File: src/hw/rtl/lal_pkg.sv
// ----------------------------------------------------------------------------
// lal_pkg
// Shared types and constants of the line-aware character lexer: token kinds,
// scan modes and the result word that travels from the scanner to the queue.
// ----------------------------------------------------------------------------
package lal_pkg;

  localparam int NUMBER_BITS_DEF = 31;
  localparam int OUT_NUM_W       = 31;
  localparam int Q_DEPTH         = 4;
  localparam int Q_AW            = $clog2(Q_DEPTH);

  typedef enum logic [3:0] {
    KIND_END     = 4'd0,
    KIND_EOL     = 4'd1,
    KIND_INDENT  = 4'd2,
    KIND_INTEGER = 4'd3,
    KIND_NAME    = 4'd4,
    KIND_STRING  = 4'd5,
    KIND_SYMBOL  = 4'd6,
    KIND_RELOP   = 4'd7,
    KIND_ERROR   = 4'd8
  } kind_t;

  typedef enum logic [2:0] {
    MODE_IDLE    = 3'd0,
    MODE_NAME    = 3'd1,
    MODE_STRING  = 3'd2,
    MODE_INDENT  = 3'd3,
    MODE_INTEGER = 3'd4,
    MODE_RELOP   = 3'd5
  } mode_t;

  typedef struct packed {
    kind_t                 kind;
    logic [7:0]            piece_char;
    logic                  piece_valid;
    logic [OUT_NUM_W-1:0]  number;
    logic                  number_saturated;
    logic                  last_piece;
    logic                  bool_op;
  } res_t;

  function automatic res_t mk_res(kind_t k, logic [7:0] ch, logic pv, logic last);
    res_t r;
    r                  = '0;
    r.kind             = k;
    r.piece_char       = ch;
    r.piece_valid      = pv;
    r.last_piece       = last;
    return r;
  endfunction

endpackage

File: src/hw/rtl/line_aware_char_lexer_unit.sv
// ----------------------------------------------------------------------------
// line_aware_char_lexer_unit
// Streaming lexer: one character or end-of-input marker per word, typed
// token pieces out, one per word on the result side.
// ----------------------------------------------------------------------------
// Throughput: one input word per cycle while the result queue has room.
// Path: a word goes through the input register, then the step into the
//   result queue, whose head drives the output; name, string and
//   indent pieces trail by one character because the last piece is held.
// A word that causes two results pushes both into the queue at once; the
//   queue absorbs them. Synchronous active-low reset returns to line start, idle.
module line_aware_char_lexer_unit #(
  parameter int NUMBER_BITS = lal_pkg::NUMBER_BITS_DEF
) (
  input  logic                        clk,
  input  logic                        rst_n,
  input  logic                        in_valid,
  output logic                        in_stall,
  input  logic                        in_req_type,
  input  logic [7:0]                  in_char,
  output logic                        out_valid,
  input  logic                        out_stall,
  output logic [3:0]                  out_kind,
  output logic [7:0]                  out_piece_char,
  output logic                        out_piece_valid,
  output logic [lal_pkg::OUT_NUM_W-1:0] out_number,
  output logic                        out_number_saturated,
  output logic                        out_last_piece,
  output logic                        out_bool_op
);
  import lal_pkg::*;

  // input register
  logic       iv_r, iv_nxt;
  logic       req_r;
  logic [7:0] chr_r;

  logic       room2, adv, take, pop;
  logic [1:0] res_v;
  res_t [1:0] res;
  res_t       rd_word;

  // advance the held word only when the queue can take two results
  assign adv      = iv_r && room2;
  assign in_stall = iv_r && !room2;
  assign take     = in_valid && !in_stall;
  assign pop      = out_valid && !out_stall;

  always_comb begin
    iv_nxt = iv_r;
    if (take)     iv_nxt = 1'b1;
    else if (adv) iv_nxt = 1'b0;
  end

  always_ff @(posedge clk) begin
    if (!rst_n) begin
      iv_r <= 1'b0;
    end else begin
      iv_r <= iv_nxt;
    end
  end

  // payload: load on accept, hold otherwise
  always_ff @(posedge clk) begin
    if (take) begin
      req_r <= in_req_type;
      chr_r <= in_char;
    end
  end

  lal_step #(
    .NUMBER_BITS (NUMBER_BITS)
  ) u_step (
    .clk      (clk),
    .rst_n    (rst_n),
    .go       (adv),
    .req_type (req_r),
    .ch       (chr_r),
    .res_v    (res_v),
    .res      (res)
  );

  lal_outq u_outq (
    .clk      (clk),
    .rst_n    (rst_n),
    .push_v   (res_v),
    .push_w   (res),
    .pop      (pop),
    .rd_valid (out_valid),
    .rd_word  (rd_word),
    .room2    (room2)
  );

  // drive result fields from the queue head
  assign out_kind             = rd_word.kind;
  assign out_piece_char       = rd_word.piece_char;
  assign out_piece_valid      = rd_word.piece_valid;
  assign out_number           = rd_word.number;
  assign out_number_saturated = rd_word.number_saturated;
  assign out_last_piece       = rd_word.last_piece;
  assign out_bool_op          = rd_word.bool_op;

endmodule

File: src/hw/rtl/lal_step.sv
// ----------------------------------------------------------------------------
// lal_step
// Scanner state and the single-pass step: one character in, up to two
// result words out, packed so that the first valid word sits in slot 0.
// ----------------------------------------------------------------------------
module lal_step #(
  parameter int NUMBER_BITS = lal_pkg::NUMBER_BITS_DEF
) (
  input  logic                clk,
  input  logic                rst_n,
  input  logic                go,
  input  logic                req_type,
  input  logic [7:0]          ch,
  output logic [1:0]          res_v,
  output lal_pkg::res_t [1:0] res
);
  import lal_pkg::*;

  localparam logic [3:0] KW_DEAD = 4'd15;
  localparam logic [3:0] KW_AND  = 4'd3;
  localparam logic [3:0] KW_OR   = 4'd5;
  localparam logic [3:0] KW_NOT  = 4'd8;

  mode_t                  mode_r, mode_nxt;
  logic [7:0]             held_r, held_nxt;
  logic                   hv_r, hv_nxt;
  logic [NUMBER_BITS-1:0] acc_r, acc_nxt;
  logic                   sat_r, sat_nxt;
  logic [3:0]             kw_r, kw_nxt;
  logic                   als_r, als_nxt;
  logic                   stop_r, stop_nxt;

  logic                   c_space, c_lf, c_digit, c_alpha, c_relop, c_sym, c_quote;
  logic [NUMBER_BITS+3:0] acc_ext, prod, maxv;
  logic [OUT_NUM_W+NUMBER_BITS-1:0] acc_wide;
  logic                   fin_v, idl_v, fall;
  res_t                   fin_r, idl_r, main_r;
  logic                   main_v;

  function automatic logic [3:0] kw_next(logic [3:0] s, logic [7:0] c);
    logic [3:0] n;
    n = KW_DEAD;
    case (s)
      4'd0: begin
        if (c == "a") n = 4'd1;
        else if (c == "o") n = 4'd4;
        else if (c == "n") n = 4'd6;
      end
      4'd1: if (c == "n") n = 4'd2;
      4'd2: if (c == "d") n = 4'd3;
      4'd4: if (c == "r") n = 4'd5;
      4'd6: if (c == "o") n = 4'd7;
      4'd7: if (c == "t") n = 4'd8;
      default: n = KW_DEAD;
    endcase
    return n;
  endfunction

  // character classes
  assign c_lf    = (ch == 8'h0a);
  assign c_space = (ch == 8'h20) || (ch >= 8'd9 && ch <= 8'd13);
  assign c_digit = (ch >= "0") && (ch <= "9");
  assign c_alpha = (ch >= "a" && ch <= "z") || (ch >= "A" && ch <= "Z");
  assign c_relop = (ch == "=") || (ch == ">") || (ch == "<") || (ch == "!");
  assign c_quote = (ch == 8'h22);
  assign c_sym   = ch inside {";", ",", ":", ".", "+", "-", "*", "/", "%",
                              "(", ")", "{", "}", "[", "]"};

  // accumulate one digit: acc*10 + d, clamp past the width
  assign acc_ext  = {4'b0, acc_r};
  assign prod     = (acc_ext << 3) + (acc_ext << 1) + {{NUMBER_BITS{1'b0}}, ch[3:0]};
  assign maxv     = {4'b0, {NUMBER_BITS{1'b1}}};
  assign acc_wide = {{OUT_NUM_W{1'b0}}, acc_r};

  // final word of the pending token
  always_comb begin
    fin_v = 1'b1;
    fin_r = '0;
    case (mode_r)
      MODE_NAME: begin
        fin_r         = mk_res(KIND_NAME, held_r, 1'b1, 1'b1);
        fin_r.bool_op = (kw_r == KW_AND) || (kw_r == KW_OR) || (kw_r == KW_NOT);
      end
      MODE_STRING:  fin_r = mk_res(KIND_STRING, hv_r ? held_r : 8'd0, hv_r, 1'b1);
      MODE_INDENT:  fin_r = mk_res(KIND_INDENT, held_r, 1'b1, 1'b1);
      MODE_INTEGER: begin
        fin_r                  = mk_res(KIND_INTEGER, 8'd0, 1'b0, 1'b1);
        fin_r.number           = acc_wide[OUT_NUM_W-1:0];
        fin_r.number_saturated = sat_r;
      end
      MODE_RELOP:   fin_r = mk_res(KIND_SYMBOL, held_r, 1'b1, 1'b1);
      default:      fin_v = 1'b0;
    endcase
  end

  always_comb begin
    mode_nxt = mode_r;
    held_nxt = held_r;
    hv_nxt   = hv_r;
    acc_nxt  = acc_r;
    sat_nxt  = sat_r;
    kw_nxt   = kw_r;
    als_nxt  = als_r;
    stop_nxt = stop_r;
    main_v   = 1'b0;
    main_r   = '0;
    idl_v    = 1'b0;
    idl_r    = '0;
    fall     = 1'b0;
    res_v    = 2'b00;
    res      = '0;

    if (go && !stop_r) begin
      if (req_type) begin
        // end of input: close the pending token, then the end word; back to reset
        res[0]   = fin_v ? fin_r : mk_res(KIND_END, 8'd0, 1'b0, 1'b1);
        res[1]   = mk_res(KIND_END, 8'd0, 1'b0, 1'b1);
        res_v    = fin_v ? 2'b11 : 2'b01;
        mode_nxt = MODE_IDLE;
        held_nxt = '0;
        hv_nxt   = 1'b0;
        acc_nxt  = '0;
        sat_nxt  = 1'b0;
        kw_nxt   = '0;
        als_nxt  = 1'b1;
      end else begin
        case (mode_r)
          MODE_NAME: begin
            if (c_alpha || c_digit) begin
              main_v   = 1'b1;
              main_r   = mk_res(KIND_NAME, held_r, 1'b1, 1'b0);
              held_nxt = ch;
              kw_nxt   = kw_next(kw_r, ch);
            end else begin
              fall = 1'b1;
            end
          end
          MODE_STRING: begin
            if (c_quote) begin
              main_v   = 1'b1;
              main_r   = fin_r;
              mode_nxt = MODE_IDLE;
              hv_nxt   = 1'b0;
            end else begin
              main_v   = hv_r;
              main_r   = mk_res(KIND_STRING, held_r, 1'b1, 1'b0);
              held_nxt = ch;
              hv_nxt   = 1'b1;
            end
          end
          MODE_INDENT: begin
            if (c_space && !c_lf) begin
              main_v   = 1'b1;
              main_r   = mk_res(KIND_INDENT, held_r, 1'b1, 1'b0);
              held_nxt = ch;
            end else begin
              fall = 1'b1;
            end
          end
          MODE_INTEGER: begin
            if (c_digit) begin
              if (sat_r || (prod > maxv)) begin
                acc_nxt = {NUMBER_BITS{1'b1}};
                sat_nxt = 1'b1;
              end else begin
                acc_nxt = prod[NUMBER_BITS-1:0];
              end
            end else begin
              fall = 1'b1;
            end
          end
          MODE_RELOP: begin
            if (ch == "=") begin
              main_v   = 1'b1;
              main_r   = mk_res(KIND_RELOP, held_r, 1'b1, 1'b1);
              mode_nxt = MODE_IDLE;
            end else begin
              fall = 1'b1;
            end
          end
          default: fall = 1'b1;
        endcase

        if (fall) begin
          // close whatever was pending, then start fresh on this character
          main_v   = fin_v;
          main_r   = fin_r;
          if (fin_v) hv_nxt = 1'b0;
          mode_nxt = MODE_IDLE;
          if (c_space && !c_lf) begin
            if (als_r) begin
              mode_nxt = MODE_INDENT;
              held_nxt = ch;
              hv_nxt   = 1'b1;
              als_nxt  = 1'b0;
            end
          end else if (c_lf) begin
            idl_v   = 1'b1;
            idl_r   = mk_res(KIND_EOL, 8'd0, 1'b0, 1'b1);
            als_nxt = 1'b1;
          end else begin
            als_nxt = 1'b0;
            if (c_digit) begin
              mode_nxt = MODE_INTEGER;
              acc_nxt  = {{(NUMBER_BITS-4){1'b0}}, ch[3:0]};
              sat_nxt  = 1'b0;
            end else if (c_relop) begin
              mode_nxt = MODE_RELOP;
              held_nxt = ch;
              hv_nxt   = 1'b1;
            end else if (c_sym) begin
              idl_v = 1'b1;
              idl_r = mk_res(KIND_SYMBOL, ch, 1'b1, 1'b1);
            end else if (c_alpha) begin
              mode_nxt = MODE_NAME;
              held_nxt = ch;
              hv_nxt   = 1'b1;
              kw_nxt   = kw_next(4'd0, ch);
            end else if (c_quote) begin
              mode_nxt = MODE_STRING;
              hv_nxt   = 1'b0;
            end else begin
              idl_v    = 1'b1;
              idl_r    = mk_res(KIND_ERROR, ch, 1'b1, 1'b1);
              stop_nxt = 1'b1;
            end
          end
        end

        // pack: first valid word goes to slot 0
        if (main_v) begin
          res[0] = main_r;
          res[1] = idl_r;
          res_v  = {idl_v, 1'b1};
        end else begin
          res[0] = idl_r;
          res_v  = {1'b0, idl_v};
        end
      end
    end
  end

  always_ff @(posedge clk) begin
    if (!rst_n) begin
      mode_r <= MODE_IDLE;
      held_r <= '0;
      hv_r   <= 1'b0;
      acc_r  <= '0;
      sat_r  <= 1'b0;
      kw_r   <= '0;
      als_r  <= 1'b1;
      stop_r <= 1'b0;
    end else begin
      mode_r <= mode_nxt;
      held_r <= held_nxt;
      hv_r   <= hv_nxt;
      acc_r  <= acc_nxt;
      sat_r  <= sat_nxt;
      kw_r   <= kw_nxt;
      als_r  <= als_nxt;
      stop_r <= stop_nxt;
    end
  end

endmodule

File: src/hw/rtl/lal_outq.sv
// ----------------------------------------------------------------------------
// lal_outq
// Small result queue: takes up to two words a cycle, hands out one.
// ----------------------------------------------------------------------------
module lal_outq (
  input  logic                clk,
  input  logic                rst_n,
  input  logic [1:0]          push_v,
  input  lal_pkg::res_t [1:0] push_w,
  input  logic                pop,
  output logic                rd_valid,
  output lal_pkg::res_t       rd_word,
  output logic                room2
);
  import lal_pkg::*;

  res_t            mem [Q_DEPTH];
  logic [Q_AW-1:0] wr_r, wr_nxt, rd_r, rd_nxt;
  logic [Q_AW:0]   cnt_r, cnt_nxt;
  logic [Q_AW-1:0] wr_p1;

  assign rd_valid = (cnt_r != '0);
  assign rd_word  = mem[rd_r];
  assign room2    = (cnt_r <= (Q_AW+1)'(Q_DEPTH - 2));
  assign wr_p1    = wr_r + 1'b1;

  always_comb begin
    wr_nxt  = wr_r + {{(Q_AW-1){1'b0}}, push_v[0]} + {{(Q_AW-1){1'b0}}, push_v[1]};
    rd_nxt  = rd_r + {{(Q_AW-1){1'b0}}, pop};
    cnt_nxt = cnt_r + {{Q_AW{1'b0}}, push_v[0]} + {{Q_AW{1'b0}}, push_v[1]}
              - {{Q_AW{1'b0}}, pop};
  end

  always_ff @(posedge clk) begin
    if (push_v[0]) mem[wr_r] <= push_w[0];
    if (push_v[1]) mem[wr_p1] <= push_w[1];
  end

  always_ff @(posedge clk) begin
    if (!rst_n) begin
      wr_r  <= '0;
      rd_r  <= '0;
      cnt_r <= '0;
    end else begin
      wr_r  <= wr_nxt;
      rd_r  <= rd_nxt;
      cnt_r <= cnt_nxt;
    end
  end

endmodule

File: config.mk
export PLATFORM = sky130hd
export DESIGN_NAME = line_aware_char_lexer_unit
export DESIGN_NICKNAME = d
export VERILOG_FILES = /design/src/hw/rtl/lal_pkg.sv /design/src/hw/rtl/line_aware_char_lexer_unit.sv /design/src/hw/rtl/lal_step.sv /design/src/hw/rtl/lal_outq.sv
export SDC_FILE = /design/constraint.sdc
export NUM_CORES = 1
export LEC_CHECK = 0
export BUFFER_PORTS_ARGS = -buffer_cell sky130_fd_sc_hd__buf_2
export CORE_ASPECT_RATIO = 0.75
export CORE_UTILIZATION = 55
export DETAILED_ROUTE_END_ITERATION = 6
export GPL_ROUTABILITY_DRIVEN = 0
export PLACE_DENSITY_LB_ADDON = 0.2
export REMOVE_ABC_BUFFERS = 1
export SETUP_SLACK_MARGIN = 0.05
export SLEW_MARGIN = 15
export SYNTH_ARGS = -nofsm -noshare
export SYNTH_HDL_FRONTEND = slang
export SYNTH_SLANG_ARGS = --single-unit
File: constraint.sdc
create_clock -name clk -period 10.6 [get_ports clk]
set_input_delay 1.06 -clock clk [delete_from_list [all_inputs] [get_ports clk]]
set_output_delay 1.06 -clock clk [all_outputs]
set_load 0.005 [all_outputs]
# ---- Word-level counts from Yosys, hierarchy flattened
# Memory sizes are Yosys's and may differ from the RTL's. A register that Yosys moved wholly into a read port is not among the register bits.
# Cells that the tools add are included.
# Widths: inputs -> output; s select.
dict set report word_totals {
  word_cells 252
  register_bits 67
  out_inout_bits 49
  mem_count 1
  ramBits 188
  inputBits 13
}
dict set report op_classes {
  n_bitwise 8
  n_eq_ne 43
  reduce_logical 34
  add_sub_neg 9
  mux 133
  magnitude_cmp 10
}
# memory depth width read_ports rd_clocked_by_memory_dff wr line
set mem_list {}
lappend mem_list {u_outq.mem 4 47 1 1 2 lal_outq.sv:17} ;# res_t mem [Q_DEPTH];
# op count
set op_table {}
lappend op_table {{$mux 47} 11}
lappend op_table {{$mux 31} 8}
lappend op_table {{$pmux 46 s5} 1}
lappend op_table {{$mux 94} 2}
lappend op_table {{$pmux 47 s4} 1}
lappend op_table {{$mux 46} 4}
lappend op_table {{$eq 8x6->1 const B} 17}
lappend op_table {{$mux 8} 13}
lappend op_table {{$eq 8x7->1 const B} 10}
lappend op_table {{$mux 4} 17}
lappend op_table {{$mux 1} 52}
lappend op_table {{$mux 45} 1}
lappend op_table {{$add 34x32->35} 1}
lappend op_table {{$add 35x4->35} 1}
lappend op_table {{$gt 35x31->1 const B} 1}
lappend op_table {{$mux 3} 11}
lappend op_table {{$pmux 4 s6} 1}
lappend op_table {{$pmux 8 s3} 1}
lappend op_table {{$eq 4x3->1 const B} 4}
lappend op_table {{$ge 8x7->1 const B} 2}
lappend op_table {{$le 8x7->1 const B} 2}
lappend op_table {{$reduce_bool 15->1} 1}
lappend op_table {{$mux 2} 7}
lappend op_table {{$logic_and 1x1->1} 10}
lappend op_table {{31 further kinds} 58}

# ---- Depth between registers and ports, before layout
# Gate-level depths: netlist of the first run.
dict set report depth {
  word_depth 17
  ltp_mapped 16
  mapped_depth_nobuf 13
}

# ---- By module
# A second synthesis of the first run with hierarchy kept.
dict set report unflattened {
  hier_cells 1326
  hier_area_um2 16194.3
}
# mod n_inst cells_per_inst area_per_inst_um2
set by_module_without_submodules {}
lappend by_module_without_submodules {lal_outq 1 496 9517.9}
lappend by_module_without_submodules {lal_step 1 815 6346.1}
lappend by_module_without_submodules {line_aware_char_lexer_unit 1 15 330.3}

# ---- Least setup slack after synthesis of the first run
# Ideal clock, no wire load.
dict set report synth_path {
  path_kind {reg-to-reg}
  start {register chr_r[3]}
  end {register u_step.acc_r[13]}
  n_path_buf 4
  period_less_slack_ns 4.339
  slack_ns 6.261
  path_stages_with_launch 17
  t_arrival_ns 4.194
  path_cell_list {edfxtp_1 > clkbuf_1 > clkbuf_1 > inv_1 > fa_1 > inv_1 > ha_1 > a21oi_1 > o2111a_1 > a2bb2oi_1 > a211oi_1 > a211oi_1 > or3b_2 > clkbuf_1 > nand2_1 > clkbuf_1 > a41oi_1}
}
dict set report synth_via {
  elab_chain_cells 11
}
# item line
set synth_lines {}
lappend synth_lines {{from (decl)} line_aware_char_lexer_unit.sv:36} ;# logic [7:0] chr_r;
lappend synth_lines {{from (signal assigned)} line_aware_char_lexer_unit.sv:67} ;# chr_r <= in_char;
lappend synth_lines {{$add 35x4->35} lal_step.sv:71} ;# assign prod = (acc_ext << 3) + (acc_ext << 1) + {{NUMBER_BITS{1'b0}}, ch[3:0]};
lappend synth_lines {{$gt 35x31->1} lal_step.sv:162} ;# if (sat_r || (prod > maxv)) begin
lappend synth_lines {{$logic_or 1x1->1} lal_step.sv:162}
lappend synth_lines {{$mux 31} lal_step.sv:162}
lappend synth_lines {{$mux 31} lal_step.sv:161} ;# if (c_digit) begin
lappend synth_lines {{$mux 31} lal_step.sv:127} ;# case (mode_r)
lappend synth_lines {{$mux 31} lal_step.sv:203} ;# if (c_digit) begin
lappend synth_lines {{$mux 31} lal_step.sv:197} ;# end else if (c_lf) begin
lappend synth_lines {{$mux 31} lal_step.sv:190} ;# if (c_space && !c_lf) begin
lappend synth_lines {{$mux 31 (*)} lal_step.sv:184} ;# if (fall) begin
lappend synth_lines {{$mux 31 (*)} lal_step.sv:114} ;# if (req_type) begin
lappend synth_lines {{to (signal assigned)} lal_step.sv:257} ;# acc_r <= acc_nxt;
lappend synth_lines {{to (decl)} lal_step.sv:27} ;# logic [NUMBER_BITS-1:0] acc_r, acc_nxt;
# Mark *: on every way between the ends. The rest lies on a longest branch, timed or not. The select of a mux whose other input is x is not followed.
# A chain may end at the register's enable or synchronous reset.

# ---- Final worst setup path of the first run
dict set report layout_path {
  start {register chr_r[3]}
  end {register u_step.acc_r[26]}
}
# The elaborated chain is that of the path after synthesis.

==> results.toml, run 1 <==
[clock_network]
cts.path.max_buffers = 3
cts_setup_buffers = 0
insertion_delay_ns = 0.55
cts_max_level = 1
clockRootBuffer = "clkbuf_16"
cts_inserted_buffers = 26
cts_tree = "yes"
clk_pin_slew_ns = 0.06
cts-resized-gates = 0
clock-sinks = 255
ctsHoldBuffers = 0

[synthesis]
synth_top_family_by_area = "compound AO/OA/AOI/OAI gates"
seq_area_frac_synth_pct = 40.8
synth_cells = 1370
synthSimpleGateAreaFrac_pct = 11.7
synth_xor_xnor_area_share_pct = 1.86
synthTopCellsByArea = "dfxtp_1 (27%), edfxtp_1 (14%), a22o_1 (8.3%)"
synthMuxAreaShare_pct = 8.39
synth_seq_cells = 255
syn_avg_cell_area_um2 = 10.3
synth_largest_area_cell = "dfxtp_1"
synthAdderAreaFrac_pct = 6.63
syn_area_mm2 = 0.0141
synth_cell_types = 88
yosysMostFrequentCell = "dfxtp_1"
ys_async_sr_fraction_pct = 0
yosys_warnings = 0
synthFlopType = "dfxtp_1"
synth_edf_count = 65
synth_commonest_cells = "dfxtp_1 (190), a22o_1 (133), nand2_1 (91), a21oi_1 (87), ha_1 (66)"
synth_compound_gate_area_share_pct = 25.8
synth_top_area_share_pct = 26.9

[floorplan]
dieHeight_um = 141
ios = 62
dieWidth_um = 187
core_area_mm2 = 0.0251
start_util_pct = 56.3
row_count = 50
dieArea_mm2 = 0.0263

[place]
numPortBuffers = 61
dp_hpwl_um = 24300
place_inst = 1681

[finish]
stdcell_count = 1729
nets = 1455
layout-drive-gt1-share_pct = 14.7
area_delta_synth_final_pct = 8.34
fillers = 2047
num_antenna_cells = 0

[global_routing]
gr-total-overflow = 0
grt_pass1_wl_um = 60100
grt_max_degree = 54
grt_usage_pct = 28.2
grt_antenna_before_repair = 0
grt_pass1_vias = 10900

[routing]
post_drt_wl_per_cell_um = 21.6
drt_wl_total_um = 37300
drtIter0Drc = 1193
vias_per_cell = 6.68
vias = 11500
drc = 0
firstDrtPassIters = 6
ant_nets = 0

[power]
power_density_mw_per_mm2 = 154
leakage_nw = 5.66
peakVddDrop_uv = 200
p_total_mw = 2.35

[sta]
max-slew-margin-rel_pct = 30.9
setup_violations = 0
final_hold_viol_count = 0
rsz0062_at_grt = "no"
period_needed_ns = 5.21
min_period_over_period_pct = 49.2
slew_violations = 0
final.setup.tns_ns = 0
holdWs_ns = 0.471
fin_skew_ns = 0.0234
fmax_mhz = 192
tightest_slew_ns = 1.03

[setup_path]
worstSetupEndpointType = "register"
path_class = "reg2reg"
arrival_ns = 5.57
cp-start-kind = "register"
crit_required_ns = 10.96
worstPathMaxFanout = 25

[job]
cap_violations = 0

[hold_path]
hold_class = "reg2reg"

[status]
status = "complete, no violations"
## where the power goes
part / switching (mW) / internal (mW) / total, mW / leakage, nW
Combinational: 0.183 / 0.154 / 0.337 / 3.17
Clock: 0.396 / 0.510 / 0.905 / 0.403
Sequential: 0.0806 / 1.03 / 1.11 / 2.09
Total: 0.660 / 1.69 / 2.35 / 5.66
## worst max-delay path: stages (launching register included)
cell and delay [ns]:
edfxtp_1 0.83, inv_1 0.20, fa_1 0.63, inv_1 0.06
ha_1 0.27, a21oi_1 0.07, o2111a_1 0.29, a2bb2oi_1 0.21
a211oi_1 0.60, a211oi_1 0.21, or3b_2 0.60, nand2_1 0.80
a41oi_1 0.24
## metal layers
| layer | track usage [%] | share of wire (%) |
|---|---|---|
| met4 | 6.64 | 2.0 |
| met5 | 0 | 0 |
| met3 | 6.20 | 8.9 |
| met1 | 44.3 | 49 |
| met2 | 38.8 | 40 |
## area by class of cell
type | instances | area, um2 | share of cell area, %
Sequential cell | 255 | 5760 | 37.7
Clock inverter | 17 | 156 | 1.02
Timing Repair Buffer | 78 | 433 | 2.83
Tap cell | 338 | 423 | 2.77
Multi-Input combinational cell | 974 | 7700 | 50.4
Inverter | 36 | 135 | 0.884
Clock buffer | 31 | 679 | 4.44
## placed cells by master (no fill, tap or decap), types with 10 or more instances in the layout
cell type,synthesis,layout
a41oi_1,29,29
dfxtp_1,190,188
a21oi_1,87,87
o211ai_1,10,10
nand2_1,91,91
mux4_2,47,47
a22oi_1,19,19
ha_1,66,66
nor2_1,64,61
xnor2_1,15,15
buf_4,8,17
a21o_1,13,13
a22o_1,133,133
o21ai_0,55,55
o2bb2ai_1,10,10
nand3_1,13,13
nor3_1,26,26
inv_1,35,35
a211oi_1,11,10
nand2b_1,11,11
clkbuf_16,0,26
buf_2,21,61
and2_1,23,23
a31oi_1,10,10
nor2b_1,25,25
edfxtp_1,65,65
o22ai_1,39,39
xor2_1,15,15
## worst paths after layout
| check | from | to | slack (ns) | cells after the start |
|---|---|---|---|---|
| worst min-delay path | u_outq.mem[3][0] | u_outq.mem[3][0] | 0.47 | 1 |
| worst max register to register | chr_r[3] | u_step.acc_r[26] | 5.39 | 12 |
| worst min register to register | u_outq.mem[3][0] | u_outq.mem[3][0] | 0.47 | 1 |
| worst max-delay path | chr_r[3] | u_step.acc_r[26] | 5.39 | 12 |
## logic make-up after synthesis
logic type      after synthesis
simple gates                320
mux                          59
compound gates              493
xor+xnor                     30
buf+inv                     141
flops                       255
fa+ha+maj                    72
## flip-flops by register name, summed over array words and instances (netlist names)
signal	flops
u_step.acc_r	31
u_step.held_r	8
u_step.sat_r	1
u_outq.mem	188
u_outq.rd_r	2
u_step.als_r	1
u_step.hv_r	1
chr_r	8
u_outq.cnt_r	3
u_outq.wr_r	2
req_r	1
iv_r	1
u_step.kw_r	4
u_step.stop_r	1
u_step.mode_r	3
## metrics by stage
step                worst slack [ns]  area (um2)  util, %
floorplan                       5.45       13600        -
CTS                             5.54       15300     61.0
global placement                5.76       14500     57.6
finish                          5.39       15300     61.0
global route                    5.10       15300     61.0
detailed placement              5.53       14500     57.6
(Power assumes the default switching activity.)
==> inputs of run 2 (changes only) <==
--- a/config.mk
+++ b/config.mk
@@ -5,6 +5,7 @@
 export SDC_FILE = /design/constraint.sdc
 export NUM_CORES = 1
 export LEC_CHECK = 0
+export ABC_AREA = 1
 export BUFFER_PORTS_ARGS = -buffer_cell sky130_fd_sc_hd__buf_2
 export CORE_ASPECT_RATIO = 0.75
 export CORE_UTILIZATION = 55
==> constraint.sdc (replaced) <==
create_clock -name clk -period 4.7 [get_ports clk]
set_input_delay 0.47 -clock clk [delete_from_list [all_inputs] [get_ports clk]]
set_output_delay 0.47 -clock clk [all_outputs]
set_load 0.005 [all_outputs]
==> run 2 against run 1 <==
Against the previous run:
- via count up 40%
- area after synthesis grew 14%
- sequential share of layout area down 4.6 points
- critical path depth rose by 10
- utilization grew 0.26 points
- clock power is 130% higher
- register-to-register slack got worse by 4.5 ns
- largest power group is now combinational cells
- highest routed layer unchanged
==> results.toml, run 2 <==
[global_routing]
gr-total-overflow = 0
grt_pass1_vias = 14200
grt_antenna_before_repair = 0
grt_usage_pct = 31.8
grt_pass1_wl_um = 76000
grt_max_degree = 96

[setup_path]
cp_cell_sequence = "inv_2 > fa_1 > inv_1 > ha_1 > nand3_1 > nand2_1 > nand2_1 > nand2_1 > nand2_1 > nand2_1 > nand2_1 > nand2_1 > nand2_1 > nand2_1 > nand2_1 > nor2_1 > nand2_1 > nor2_2 > buf_4 > nand2_1 > nand2_1 > a21oi_1"
critPathTopFamily = "simple AND/OR/NAND/NOR gates"
crit_required_ns = 5.09
worstSetupEndpointType = "register"
worstPathMaxFanout = 25
cp-start-kind = "register"
max_stage_delay_ns = 0.60
cpMaxStageDelayCell = "fa_1"
path_buf_inv = 3
cp_common_cell = "nand2_1"
arrival_ns = 4.15
path_class = "reg2reg"

[hold_path]
hold_class = "in2reg"

[finish]
reg_top3 = "u_outq.mem (188), u_step.acc_r (31)"
num_antenna_cells = 0
layout-drive-gt1-share_pct = 9.74
regMostFlops = "u_outq.mem"
nets = 2426
final_cell_mix = "nand2_1 (716), nand3_1 (250), nor2_1 (201)"
area_delta_synth_final_pct = 7.91
final_common_cell = "nand2_1"
design_area_mm2 = 0.0174
largest_reg_flops = 188
fin_util_pct = 61.2

[sta]
setup_violations = 0
setup_ws_ns = 0.935
slew_violations = 0
rsz0062_at_grt = "no"
fin_skew_ns = 0.00909
min_period_over_period_pct = 80.1
fmax_mhz = 266
period_needed_ns = 3.77
tightest_slew_ns = 1.01
final_hold_viol_count = 0
final.setup.tns_ns = 0
max-slew-margin-rel_pct = 32.9

[place]
dp_hpwl_um = 32200
place_area_mm2 = 0.0166
dp_slack_ns = 0.961
numPortBuffers = 61

[routing]
drt_wl_total_um = 48500
vias = 16100
post_drt_wl_per_cell_um = 17.7
vias_per_cell = 5.87
drc = 0
drtIter0Drc = 2064
firstDrtPassIters = 6
ant_nets = 0

[synthesis]
synth_seq_cells = 255
synth_largest_area_cell = "dfxtp_1"
synth_commonest_cells = "nand2_1 (716), nand3_1 (251), nor2_1 (205), dfxtp_1 (190), o21ai_0 (150)"
syn_avg_cell_area_um2 = 6.84
synth_cell_types = 48
synth_edf_count = 65
synthFlopType = "dfxtp_1"
ys_async_sr_fraction_pct = 0
synth_top_area_share_pct = 23.6
yosysMostFrequentCell = "nand2_1"
synthTopCellsByArea = "dfxtp_1 (24%), nand2_1 (17%), edfxtp_1 (12%)"
syn_area_mm2 = 0.0161
seq_area_frac_synth_pct = 35.7
yosys_warnings = 0
synth_cells = 2359

[power]
switchingPower_mw = 3.08
netSwitchingFraction_pct = 40.3
power_density_mw_per_mm2 = 440
peakVddDrop_uv = 300
combPwrFrac_pct = 38.1
leakage_nw = 7.92
seqPwrFrac_pct = 34.2
p_clk_share_pct = 27.7
p_total_mw = 7.66
power.internal_mw = 4.57

[clock_network]
ctsHoldBuffers = 0
cts_tree = "yes"
clk_pin_slew_ns = 0.06
clock-sinks = 255
cts_inserted_buffers = 26
clockRootBuffer = "clkbuf_16"
cts_setup_buffers = 0
cts.path.max_buffers = 3
cts_max_level = 1
insertion_delay_ns = 0.55
cts-resized-gates = 0

[floorplan]
start_util_pct = 56.7
dieArea_mm2 = 0.0300
row_count = 53
core_area_mm2 = 0.0284
dieHeight_um = 150
ios = 62
dieWidth_um = 200

[job]
cap_violations = 0

[status]
status = "complete, no violations"
run 2: changes by cell type after synthesis, sizes merged, moves of 29 or more:
cell | before | now
nand3 | 13 | 257
inv | 35 | 171
a41oi | 29 | 0
nand2 | 91 | 724
clkbuf | 55 | 87
a31oi | 10 | 71
o21ai | 56 | 168
mux4 | 47 | 0
a22o | 133 | 0
nor2 | 64 | 218
run 2: path summary, 6_finish.rpt:
path                          start                 to  slack, ns  cells past startpoint
setup / recovery           chr_r[3]   u_step.acc_r[15]       0.93                     22
hold reg to reg   u_outq.mem[2][29]  u_outq.mem[2][29]       0.47                      2
setup reg to reg           chr_r[3]   u_step.acc_r[15]       0.93                     22
hold / removal           in_char[4]           chr_r[4]        0.1                      1
run 2: power by group through the flow:
stage	Clock, mW	Sequential [mW]	Combinational, mW
6_report	2.12	2.62	2.92
5_1_grt	2.22	2.64	3.19
4_1_cts	2.13	2.61	2.86
3_5_place_dp	0	2.66	2.83
3_3_place_gp	0	2.65	2.80
2_1_floorplan	0	2.69	1.79
run 2: final cells by class:
type / instances / area, um2
fillers: 2604 / 11000
multi-input cells: 1796 / 9140
flip-flops and latches: 255 / 5760
clock buffers: 34 / 711
inverters: 172 / 649
repair buffers: 91 / 531
well taps: 385 / 482
clock inverters: 13 / 150
run 2: stage by stage:
step / cells / hold WS [ns]
after detailed placement: 2699 / 0.458
after global routing: 2746 / 0.0961
final: 2746 / 0.0955
after floorplan: 2223 / 0.436
after global placement: 2699 / 0.452
after CTS: 2746 / 0.0930
run 2: metal layers:
metal	GRT usage, %	up-vias	share of wire (%)	wire [um]
li1	-	7843	-	-
met1	47.5	7398	45	21900
met2	46.3	797	42	20200
met3	6.79	72	11	5560
met4	7.67	0	1.7	813
met5	0	-	0	0
run 2: cell families (layout without fill, tap and decap cells):
| logic type | Yosys count | count (layout) | synth area share, % |
|---|---|---|---|
| flops | 255 | 255 | 35.7 |
| compound gates | 434 | 434 | 15.3 |
| fa+ha+maj | 71 | 71 | 5.74 |
| buf+inv | 308 | 310 | 7.91 |
| xor+xnor | 28 | 28 | 1.52 |
| simple gates | 1263 | 1263 | 33.9 |
==> inputs of run 3 (changes only) <==
==> constraint.sdc (replaced) <==
create_clock -name clk -period 3.89 [get_ports clk]
set_input_delay 0.389 -clock clk [delete_from_list [all_inputs] [get_ports clk]]
set_output_delay 0.389 -clock clk [all_outputs]
set_load 0.005 [all_outputs]
==> run 3 against run 2 <==
Against the previous run:
- utilization up 0.72 points
- sequential power up 21%
- critical path depth down 1
- largest power group unchanged
- design area up 1.2%
==> results.toml, run 3 (synthesis results as in run 2) <==
[sta]
slew_violations = 0
setup_violations = 0
max-slew-margin-rel_pct = 34.3
holdWs_ns = 0.0207
min_period_over_period_pct = 92.7
period_needed_ns = 3.61
final_hold_viol_count = 0
tightest_slew_ns = 0.985
fin_skew_ns = 0.0122
fmax_mhz = 277
final.setup.tns_ns = 0
rsz0062_at_grt = "no"

[global_routing]
gr-total-overflow = 0
grt_pass1_vias = 14700
use_met2_pct = 47.6
grt_busiest_layer = "met1"
grt_max_degree = 96
grt_usage_pct = 32.2
use_met3_pct = 5.80
grt_antenna_before_repair = 0
grt_pass1_wl_um = 77200
grt_util_met1_pct = 48.2

[setup_path]
cp-start-kind = "register"
max_stage_delay_ns = 0.55
crit_required_ns = 4.29
worstPathMaxFanout = 13
cpMaxStageDelayCell = "edfxtp_1"
path_class = "reg2reg"
worstSetupEndpointType = "register"
cp_cell_sequence = "inv_2 > nand2_1 > nand2_1 > nand3_1 > nand2_1 > nand2_2 > nand2_1 > inv_2 > nand2_1 > nand3_4 > inv_2 > nand2_2 > nand2_4 > nand3_4 > nand2_1 > ha_1 > inv_1 > fa_1 > fa_1 > xor2_1 > nor2_1"
cp_common_cell = "nand2_1"
arrival_ns = 4.00

[clock_network]
cts_tree = "yes"
cts.path.max_buffers = 3
ctsHoldBuffers = 0
insertion_delay_ns = 0.55
clk_pin_slew_ns = 0.06
clock-sinks = 255
cts_inserted_buffers = 26
cts_max_level = 1
clockRootBuffer = "clkbuf_16"

[routing]
firstDrtPassIters = 6
post_drt_wl_per_cell_um = 17.7
drtIter0Drc = 1727
vias = 16400
ant_nets = 0
vias_per_cell = 5.93
drc = 0
drt_wl_total_um = 48900

[floorplan]
start_util_pct = 56.7
core_area_mm2 = 0.0284
ios = 62
dieArea_mm2 = 0.0300
dieWidth_um = 200
row_count = 53
dieHeight_um = 150

[finish]
regMostFlops = "u_outq.mem"
layout-drive-gt1-share_pct = 10.7
fillers = 2563
reg_top3 = "u_outq.mem (188), u_step.acc_r (31)"
largest_reg_flops = 188
num_antenna_cells = 0
final_common_cell = "nand2_1"
fin_util_pct = 61.9
final_cell_mix = "nand2_1 (715), nand3_1 (250), nor2_1 (201)"
area_delta_synth_final_pct = 9.18
nets = 2446

[hold_path]
hold_class = "in2reg"

[power]
power_density_mw_per_mm2 = 532
peakVddDrop_uv = 358
leakage_nw = 8.04

[status]
status = "complete, no violations"

[job]
cap_violations = 0

[place]
dp_hpwl_um = 33200
numPortBuffers = 61
-- run 3: changes by cell type in the layout (fill, tap and decap cells not counted), sizes merged --
cell | previous run | this run
bufinv | 3 | 2
clkbuf | 34 | 36
buf | 91 | 111
-- run 3: worst max-delay path: cells and delay by family (launching register included) --
| family | cells | cell delay (ns) |
|---|---|---|
| flops | 1 | 0.55 |
| fa+ha+maj | 3 | 0.90 |
| simple gates | 13 | 1.32 |
| xor+xnor | 1 | 0.16 |
| buf+inv | 4 | 0.50 |
-- run 3: timing repair --
| action | CTS | global route |
|---|---|---|
| setup buffers | 0 | 12 |
| hold endpoints to repair | 0 | 0 |
| endpoints found under the setup margin | 0 | 47 |
| gates resized for setup | 0 | 2 |
-- run 3: report_power, final --
group	total, mW	internal, mW	switching (mW)
clock	2.63	1.53	1.10
combinational	3.60	1.08	2.52
sequential	3.16	3.01	0.149
-- run 3: per-layer routing --
layer	wire length, um	up-vias
li1	-	7866
met5	0	-
met1	21900	7514
met2	20200	934
met4	1030	0
met3	5810	89
-- run 3: final timing paths --
check	endpoint	from	depth (start not counted)	slack [ns]
hold / removal	chr_r[6]	in_char[6]	1	0.02
hold reg to reg	u_outq.mem[1][16]	u_outq.mem[1][16]	2	0.47
setup / recovery	u_outq.cnt_r[2]	chr_r[1]	21	0.28
setup reg to reg	u_outq.cnt_r[2]	chr_r[1]	21	0.28
-- run 3: through the flow --
stage / area (um2) / power (mW) / setup WS [ns] / std cells
finish: 17600 / 9.38 / 0.282 / 2767
global route: 17600 / 9.85 / 0.0499 / 2767
CTS: 17500 / 9.29 / 0.208 / 2755
detailed placement: 16600 / 6.68 / 0.215 / 2707
global placement: 16600 / 6.63 / 0.401 / 2707
floorplan: 15500 / 5.41 / -1.05 / 2223
-- run 3: area by class of cell --
type	count	area (um2)	area share, %
multi-input combinational	1796	9140	51.9
clock inverter	12	123	0.696
timing repair buffer	111	697	3.95
inverter	172	649	3.69
tap	385	482	2.73
clock buffer	36	774	4.40
sequential	255	5760	32.7
